### src/hdl/olia_pkg.sv
// ----------------------------------------------------------------------------
// olia_pkg: shared types and constants for the ordered list unit
// Opcodes, sequencer states, default sizes and the result-load struct.
// ----------------------------------------------------------------------------
package olia_pkg;

  localparam int DEF_MAX_ENTRIES = 64;
  localparam int DEF_VALUE_BITS  = 16;
  localparam int FIELD_BITS      = 16;
  localparam int OP_BITS         = 2;

  typedef enum logic [OP_BITS-1:0] {
    OP_START  = 2'd0,
    OP_INSERT = 2'd1,
    OP_DUMP   = 2'd2,
    OP_UNUSED = 2'd3
  } olia_op_t;

  typedef enum logic [2:0] {
    ST_IDLE,
    ST_INS_SCAN,
    ST_INS_TAIL,
    ST_DEL_SCAN,
    ST_EMIT_READ,
    ST_EMIT_LOAD,
    ST_EMIT_NONE,
    ST_EMIT_HOLD
  } olia_state_t;

  typedef struct packed {
    logic load;
    logic last;
    logic empty;
    logic overflow;
  } olia_emit_t;

endpackage

### src/hdl/olia_store.sv
// ----------------------------------------------------------------------------
// olia_store: list entry memory
// One write port and one read port; read data registered.
// ----------------------------------------------------------------------------
module olia_store #(
  parameter int DEPTH = 64,
  parameter int WIDTH = 16
) (
  input  logic                     clk,
  input  logic                     we,
  input  logic [$clog2(DEPTH)-1:0] waddr,
  input  logic [WIDTH-1:0]         wdata,
  input  logic [$clog2(DEPTH)-1:0] raddr,
  output logic [WIDTH-1:0]         rdata
);

  logic [WIDTH-1:0] mem [DEPTH];

  always_ff @(posedge clk) begin
    if (we) begin
      mem[waddr] <= wdata;
    end
    rdata <= mem[raddr];
  end

endmodule

### src/hdl/olia_ctrl.sv
// ----------------------------------------------------------------------------
// olia_ctrl: list sequencer with shared equality compare
// Scans the entry memory one word per cycle for insert and delete, and steps
// the memory reads for the result stream.
// ----------------------------------------------------------------------------
module olia_ctrl
  import olia_pkg::*;
#(
  parameter int MAX_ENTRIES = DEF_MAX_ENTRIES,
  parameter int VALUE_BITS  = DEF_VALUE_BITS,
  localparam int AW = $clog2(MAX_ENTRIES),
  localparam int CW = $clog2(MAX_ENTRIES + 1)
) (
  input  logic                  clk,
  input  logic                  rst,
  input  logic                  in_valid,
  input  logic [OP_BITS-1:0]    opcode,
  input  logic [FIELD_BITS-1:0] item_value,
  input  logic [FIELD_BITS-1:0] anchor_value,
  output logic                  in_stall,
  input  logic                  out_accept,
  output logic                  mem_we,
  output logic [AW-1:0]         mem_waddr,
  output logic [VALUE_BITS-1:0] mem_wdata,
  output logic [AW-1:0]         mem_raddr,
  input  logic [VALUE_BITS-1:0] mem_rdata,
  output olia_emit_t            emit
);

  olia_state_t           state, state_next;
  logic [CW-1:0]         count;
  logic                  overflow;
  logic [CW-1:0]         idx;
  logic                  proc_valid;
  logic [AW-1:0]         proc_idx;
  logic                  found;
  logic [VALUE_BITS-1:0] carry;
  logic [VALUE_BITS-1:0] key;
  logic [CW-1:0]         wr;
  logic [AW-1:0]         emit_idx;

  logic [VALUE_BITS-1:0] item_in;
  logic [VALUE_BITS-1:0] anchor_in;
  olia_op_t              op;
  logic                  cmp_eq;
  logic                  issue;
  logic                  scan_done;
  logic                  emit_last;
  logic                  list_full;

  assign item_in   = VALUE_BITS'(item_value);
  assign anchor_in = VALUE_BITS'(anchor_value);
  assign op        = olia_op_t'(opcode);
  assign cmp_eq    = (mem_rdata == key);
  assign issue     = (idx != count);
  assign scan_done = !issue && !proc_valid;
  assign emit_last = (count == '0) || ((CW'(emit_idx) + CW'(1)) == count);
  assign list_full = (count == CW'(MAX_ENTRIES));
  assign in_stall  = (state != ST_IDLE);

  always_comb begin
    state_next = state;
    unique case (state)
      ST_IDLE: begin
        if (in_valid) begin
          unique case (op)
            OP_INSERT: state_next = list_full ? ST_IDLE : ST_INS_SCAN;
            OP_DUMP:   state_next = ST_DEL_SCAN;
            default:   state_next = ST_IDLE;
          endcase
        end
      end
      ST_INS_SCAN:  if (scan_done) state_next = ST_INS_TAIL;
      ST_INS_TAIL:  state_next = ST_IDLE;
      ST_DEL_SCAN: begin
        if (scan_done) state_next = (wr == '0) ? ST_EMIT_NONE : ST_EMIT_READ;
      end
      ST_EMIT_READ: state_next = ST_EMIT_LOAD;
      ST_EMIT_LOAD: state_next = ST_EMIT_HOLD;
      ST_EMIT_NONE: state_next = ST_EMIT_HOLD;
      ST_EMIT_HOLD: begin
        if (out_accept) state_next = emit_last ? ST_IDLE : ST_EMIT_READ;
      end
      default:      state_next = ST_IDLE;
    endcase
  end

  always_comb begin
    mem_we        = 1'b0;
    mem_waddr     = '0;
    mem_wdata     = '0;
    mem_raddr     = idx[AW-1:0];
    emit          = '0;
    emit.overflow = overflow;
    unique case (state)
      ST_IDLE: begin
        if (in_valid && (op == OP_START)) begin
          mem_we    = 1'b1;
          mem_wdata = item_in;
        end
      end
      ST_INS_SCAN: begin
        if (proc_valid && found) begin
          mem_we    = 1'b1;
          mem_waddr = proc_idx;
          mem_wdata = carry;
        end
      end
      ST_INS_TAIL: begin
        mem_we    = 1'b1;
        mem_waddr = count[AW-1:0];
        mem_wdata = carry;
      end
      ST_DEL_SCAN: begin
        if (proc_valid && !cmp_eq) begin
          mem_we    = 1'b1;
          mem_waddr = wr[AW-1:0];
          mem_wdata = mem_rdata;
        end
      end
      ST_EMIT_READ: mem_raddr = emit_idx;
      ST_EMIT_LOAD: begin
        emit.load = 1'b1;
        emit.last = emit_last;
      end
      ST_EMIT_NONE: begin
        emit.load  = 1'b1;
        emit.last  = 1'b1;
        emit.empty = 1'b1;
      end
      ST_EMIT_HOLD: ;
      default: ;
    endcase
  end

  always_ff @(posedge clk) begin
    if (rst) begin
      state      <= ST_IDLE;
      count      <= '0;
      overflow   <= 1'b0;
      proc_valid <= 1'b0;
    end else begin
      state <= state_next;
      case (state)
        ST_IDLE: begin
          idx        <= '0;
          proc_valid <= 1'b0;
          found      <= 1'b0;
          wr         <= '0;
          emit_idx   <= '0;
          if (in_valid) begin
            case (op)
              OP_START: count <= CW'(1);
              OP_INSERT: begin
                if (list_full) overflow <= 1'b1;
                key   <= anchor_in;
                carry <= item_in;
              end
              OP_DUMP: key <= item_in;
              default: ;
            endcase
          end
        end
        ST_INS_SCAN, ST_DEL_SCAN: begin
          if (issue) idx <= idx + CW'(1);
          proc_valid <= issue;
          proc_idx   <= idx[AW-1:0];
          if (proc_valid) begin
            if (state == ST_INS_SCAN) begin
              if (found) carry <= mem_rdata;
              else if (cmp_eq) found <= 1'b1;
            end else if (!cmp_eq) begin
              wr <= wr + CW'(1);
            end
          end
          if ((state == ST_DEL_SCAN) && scan_done) count <= wr;
        end
        ST_INS_TAIL: count <= count + CW'(1);
        ST_EMIT_HOLD: begin
          if (out_accept && !emit_last) emit_idx <= emit_idx + AW'(1);
        end
        default: ;
      endcase
    end
  end

  a_count_bound: assert property (@(posedge clk) disable iff (rst)
    count <= CW'(MAX_ENTRIES))
    else $error("entry count above capacity");

  a_shift_after_match: assert property (@(posedge clk) disable iff (rst)
    (state == ST_INS_SCAN) && mem_we |-> found)
    else $error("insert shift before anchor match");

  a_compact_behind: assert property (@(posedge clk) disable iff (rst)
    (state == ST_DEL_SCAN) |-> (wr <= idx))
    else $error("compaction write ahead of scan");

  a_overflow_sticky: assert property (@(posedge clk) disable iff (rst)
    !$fell(overflow))
    else $error("overflow flag cleared outside reset");

endmodule

### src/hdl/ordered_list_insert_after_delete_unit.sv
// ----------------------------------------------------------------------------
// ordered_list_insert_after_delete_unit: ordered list with insert and dump
// Keeps up to MAX_ENTRIES values in list order in a memory with one read and
// one write port.
//
// Input channel (in_valid / in_stall) takes one command word: start, insert
// after anchor, or delete-and-dump. in_stall is high while a command is at
// work, so one command is handled at a time.
// Start is handled in the idle state and does not raise in_stall. Insert scans
// the list one entry per cycle with the shared comparator and shifts the tail in
// the same pass. An insert into a full list is dropped and sets the sticky
// overflow flag. Dump compacts the list, then sends one result word per
// remaining entry (last_entry on the final one), or one word with list_empty
// set. Each entry word passes through memory read, load and hold; the empty
// word through load and hold.
// Results leave through an output register (out_valid / out_stall); while
// out_stall is high the word holds and the read sequence waits.
// Reset empties the list and clears the overflow flag; no clearing pass.
// ----------------------------------------------------------------------------
module ordered_list_insert_after_delete_unit
  import olia_pkg::*;
#(
  parameter int MAX_ENTRIES = DEF_MAX_ENTRIES,
  parameter int VALUE_BITS  = DEF_VALUE_BITS
) (
  input  logic                  clk,
  input  logic                  rst,
  input  logic                  in_valid,
  output logic                  in_stall,
  input  logic [OP_BITS-1:0]    opcode,
  input  logic [FIELD_BITS-1:0] item_value,
  input  logic [FIELD_BITS-1:0] anchor_value,
  output logic                  out_valid,
  input  logic                  out_stall,
  output logic [FIELD_BITS-1:0] entry_value,
  output logic                  last_entry,
  output logic                  list_empty,
  output logic                  overflow_seen
);

  localparam int AW = $clog2(MAX_ENTRIES);

  logic                  mem_we;
  logic [AW-1:0]         mem_waddr;
  logic [VALUE_BITS-1:0] mem_wdata;
  logic [AW-1:0]         mem_raddr;
  logic [VALUE_BITS-1:0] mem_rdata;
  olia_emit_t            emit;
  logic                  out_accept;

  assign out_accept = out_valid && !out_stall;

  olia_store #(
    .DEPTH (MAX_ENTRIES),
    .WIDTH (VALUE_BITS)
  ) u_store (
    .clk   (clk),
    .we    (mem_we),
    .waddr (mem_waddr),
    .wdata (mem_wdata),
    .raddr (mem_raddr),
    .rdata (mem_rdata)
  );

  olia_ctrl #(
    .MAX_ENTRIES (MAX_ENTRIES),
    .VALUE_BITS  (VALUE_BITS)
  ) u_ctrl (
    .clk          (clk),
    .rst          (rst),
    .in_valid     (in_valid),
    .opcode       (opcode),
    .item_value   (item_value),
    .anchor_value (anchor_value),
    .in_stall     (in_stall),
    .out_accept   (out_accept),
    .mem_we       (mem_we),
    .mem_waddr    (mem_waddr),
    .mem_wdata    (mem_wdata),
    .mem_raddr    (mem_raddr),
    .mem_rdata    (mem_rdata),
    .emit         (emit)
  );

  always_ff @(posedge clk) begin
    if (rst) begin
      out_valid <= 1'b0;
    end else if (emit.load) begin
      out_valid <= 1'b1;
    end else if (out_accept) begin
      out_valid <= 1'b0;
    end
  end

  always_ff @(posedge clk) begin
    if (emit.load) begin
      entry_value   <= emit.empty ? '0 : FIELD_BITS'(mem_rdata);
      last_entry    <= emit.last;
      list_empty    <= emit.empty;
      overflow_seen <= emit.overflow;
    end
  end

endmodule

### config.mk
export PLATFORM = sky130hd
export DESIGN_NAME = ordered_list_insert_after_delete_unit
export DESIGN_NICKNAME = d
export VERILOG_FILES = /design/src/hdl/olia_pkg.sv /design/src/hdl/olia_store.sv /design/src/hdl/olia_ctrl.sv /design/src/hdl/ordered_list_insert_after_delete_unit.sv
export SDC_FILE = /design/constraint.sdc
export NUM_CORES = 1
export LEC_CHECK = 0
export BUFFER_PORTS_ARGS = -buffer_cell sky130_fd_sc_hd__buf_4
export CAP_MARGIN = 20
export CORE_MARGIN = 2
export CORE_UTILIZATION = 65
export CTS_CLUSTER_DIAMETER = 100
export DETAILED_ROUTE_END_ITERATION = 12
export PLACE_DENSITY = 0.82
export SLEW_MARGIN = 15
export SYNTH_ARGS = -nofsm -noshare
export SYNTH_HDL_FRONTEND = slang
export SYNTH_HIERARCHICAL = 1
export SYNTH_SLANG_ARGS = --single-unit
### constraint.sdc
create_clock -name clk -period 7.54 [get_ports clk]
set_clock_uncertainty 0.05 [all_clocks]
set_input_delay 1.508 -clock clk [delete_from_list [all_inputs] [get_ports clk]]
set_output_delay 1.508 -clock clk [all_outputs]
set_load 0.01 [all_outputs]
==> flow_summary.ini <==
[synth]
synth_top_cell_area_share_pct = 73.2
synthMuxAreaShare_pct = 14.3
synth-simple-area-share_pct = 4.25
synth-warning-count = 6
ys_seq_elements = 1131
yosys.area.top_type = edfxtp_1
synth_compound_area_share_pct = 3.73
synth_top_family_by_area = multiplexers
synth_cell_types = 68
synth.area.top_cells = edfxtp_1 (73%), mux4_2 (11%), mux2i_1 (1.9%), dfxtp_1 (1.3%), mux2_2 (1.2%)
yosys.cell_count.top_type = edfxtp_1
synth_fa_ha_area_share_pct = 0.249
avgSynthCellArea_um2 = 19.6
synth_commonest_cells = edfxtp_1 (1,102), mux4_2 (220), nand2_1 (122)
synthArstFlopShare_pct = 0
syn_nets = 2353
netlist_area_mm2 = 0.0452
synth_flop_cell = edfxtp_1
synthCells = 2306
ys_seq_area_share_pct = 74.5
synth_xor_area_share_pct = 0.891
synth_edf_count = 1102

[clock_network]
clk_latency_ns = 0.68
cts_inserted_buffers = 107
cts_hold_buf = 0
ctsResizeCount = 0
cts_setup_buffers = 0
clk_pin_slew_worst_paths_ns = 0.07
cts.sinks = 1131
clock_path_buffers = 3
htreeDepth = 3
cts_tree = done
cts_root_buf = clkbuf_16

[detailed_routing]
drt_iter0_drc = 4304
num_vias = 24261
drc = 0
ant_nets = 0
wirelength_um = 112000
vias_per_cell = 7.00
wire_per_inst_um = 32.2
first_pass_iters = 6

[sta]
fin_crit_sh_pct = 70.9
fmax_mhz = 187
worstMarginPinSlew_ns = 1.09
rsz0062_at_grt = no
setup-violations-final = 0
setup_slack_ns = 2.19
fin_crit_ns = 5.35
finalHoldViolations = 0
holdWs_ns = 0.400
finalMaxSlewViolations = 0
slew_headroom_pct = 27.2
fin_tns_setup_ns = 0

[finish]
drive_gt1_share_pct = 25.2
nets = 2488
fin_area_mm2 = 0.0505
final_core_util_pct = 73.4
fill_cells = 3722
syn2layout_area_growth_pct = 11.6

[global_route]
grt-ovfl-total = 0
grt_first_pass_wirelength_um = 162000
track_usage_pct = 31.8
antenna_found_initial = 3
grt_pass1_vias = 23929
grt_max_degree = 85

[worst_setup_path]
crit_type = flop to flop
rr_startpoint = u_ctrl/state[2]$_SDFFE_PP0P_
r2r_cells = 8
rrSetupSlack_ns = 2.19
reg2reg_to = u_store/rdata[12]$_DFF_P_
arrival_ns = 5.85
end_kind = flop
crit_fanout = 59
start_kind = flop
crit_required_ns = 8.04

[min_path]
holdPathEnd = overflow_seen$_DFFE_PP_
hp-start = u_ctrl/overflow$_SDFFE_PP0P_
hp-class = flop to flop
min_delay_path_depth = 0

[power_and_ir_drop]
p_leak_nw = 17.0
power_per_cell_area_mw_per_mm2 = 285
irDropWorstVdd_mv = 0.224

[placement]
place_ws_ns = 1.97
dp_hpwl_um = 64400
portBuffers = 58
gp_congestion = 0.888
placed_cell_area_mm2 = 0.0468

[floorplanning]
die_w_um = 268
fp.coreArea_mm2 = 0.0687
die_h_um = 268
start_util_pct = 65.8
ios = 59
rows = 96
die-area_mm2 = 0.0717

[outcome]
run_status = finished, final reports clean

[flow_run]
maxCapViolCount = 0
-- state kept, by name (all words and copies together) (netlist names) --
register and flops:
u_store/mem 1024, entry_value 16, u_ctrl/carry 16, u_ctrl/key 16
u_store/rdata 16, u_ctrl/count 7, u_ctrl/idx 7, u_ctrl/wr 7
u_ctrl/emit_idx 6, u_ctrl/proc_idx 6, u_ctrl/state 3, last_entry 1
list_empty 1, out_valid 1, overflow_seen 1, u_ctrl/found 1
u_ctrl/overflow 1, u_ctrl/proc_valid 1
-- layer usage --
metal	vias up	routed length [um]	global-route usage, %
met5	-	0	0
li1	9681	-	-
met2	1897	54600	51.1
met1	12367	38800	43.7
met3	316	12900	5.79
met4	0	5470	13.3
-- worst max-delay path, stage by stage (launching register included) --
cell and delay, ns:
dfxtp_1 0.67, clkinv_1 0.55, nor3_2 0.73, mux2_8 0.72
buf_4 0.59, mux4_2 0.63, a22oi_1 0.33, nand3_1 0.46
and4_1 0.42
-- layout make-up --
cell class                 count  area, um2  share of cell area [%]
sequential                  1131      33700                    66.7
multi-input combinational   1028      10700                    21.2
clock buffer                 133       2880                    5.70
timing repair buffer         160       1250                    2.47
tap                          931       1160                    2.31
clock inverter                69        742                    1.47
inverter                      13       48.8                  0.0967
antenna                        1       2.50                 0.00496
-- where the power goes --
part / internal (mW) / switching, mW
sequential: 7.11 / 0.166
combinational: 0.586 / 0.985
clock: 3.22 / 2.30
-- cell usage in the layout, fill, tap and decap left out, drive strengths merged, types with 7 or more instances in the layout --
cell type  Yosys  layout
edfxtp      1102    1102
mux4         224     224
buf           92     160
clkbuf        42     133
nand2        123     123
nor2         106     106
mux2i         86      86
mux2          49      49
clkinv         1      49
nor2b         46      46
a22oi         44      44
nand3         36      36
xor2          32      32
a21oi         30      30
dfxtp         29      29
a22o          22      22
a221oi        17      17
a21o          17      17
bufinv         0      15
a211oi        15      15
nand4         14      14
xnor2         14      14
a31oi         14      14
inv           12      14
a221o         12      12
o21ai         11      11
nor4          11      11
nor3          10      10
a211o          9       9
a311oi         9       9
ha             9       9
and3           8       8
and2           7       7
-- cells by family (layout without fill, tap and decap cells) --
group	after synthesis	count (layout)
flops	1131	1131
simple gates	390	390
mux	359	359
compound gates	224	224
buf+inv	147	375
xor+xnor	46	46
fa+ha+maj	9	9
other cells	0	1
-- through the flow --
step	std cells	total power, mW
3_5_place_dp	3261	8.91
4_1_cts	3463	14.4
5_1_grt	3465	14.7
3_3_place_gp	3261	8.86
2_1_floorplan	2306	8.36
6_report	3466	14.4
-- worst max-delay path by stage --
stage	endpoint	from	cells after the start
2_1_floorplan	u_store/mem[48][0]$_DFFE_PP_	opcode[0]	9
3_3_place_gp	u_store/rdata[13]$_DFF_P_	u_ctrl/state[2]$_SDFFE_PP0P_	8
3_5_place_dp	u_store/rdata[13]$_DFF_P_	u_ctrl/state[2]$_SDFFE_PP0P_	10
4_1_cts	u_store/rdata[12]$_DFF_P_	u_ctrl/state[2]$_SDFFE_PP0P_	8
5_1_grt	u_store/rdata[13]$_DFF_P_	u_ctrl/state[2]$_SDFFE_PP0P_	10
6_report	u_store/rdata[12]$_DFF_P_	u_ctrl/state[2]$_SDFFE_PP0P_	8
Note: power is estimated with default switching activity, not from simulation.
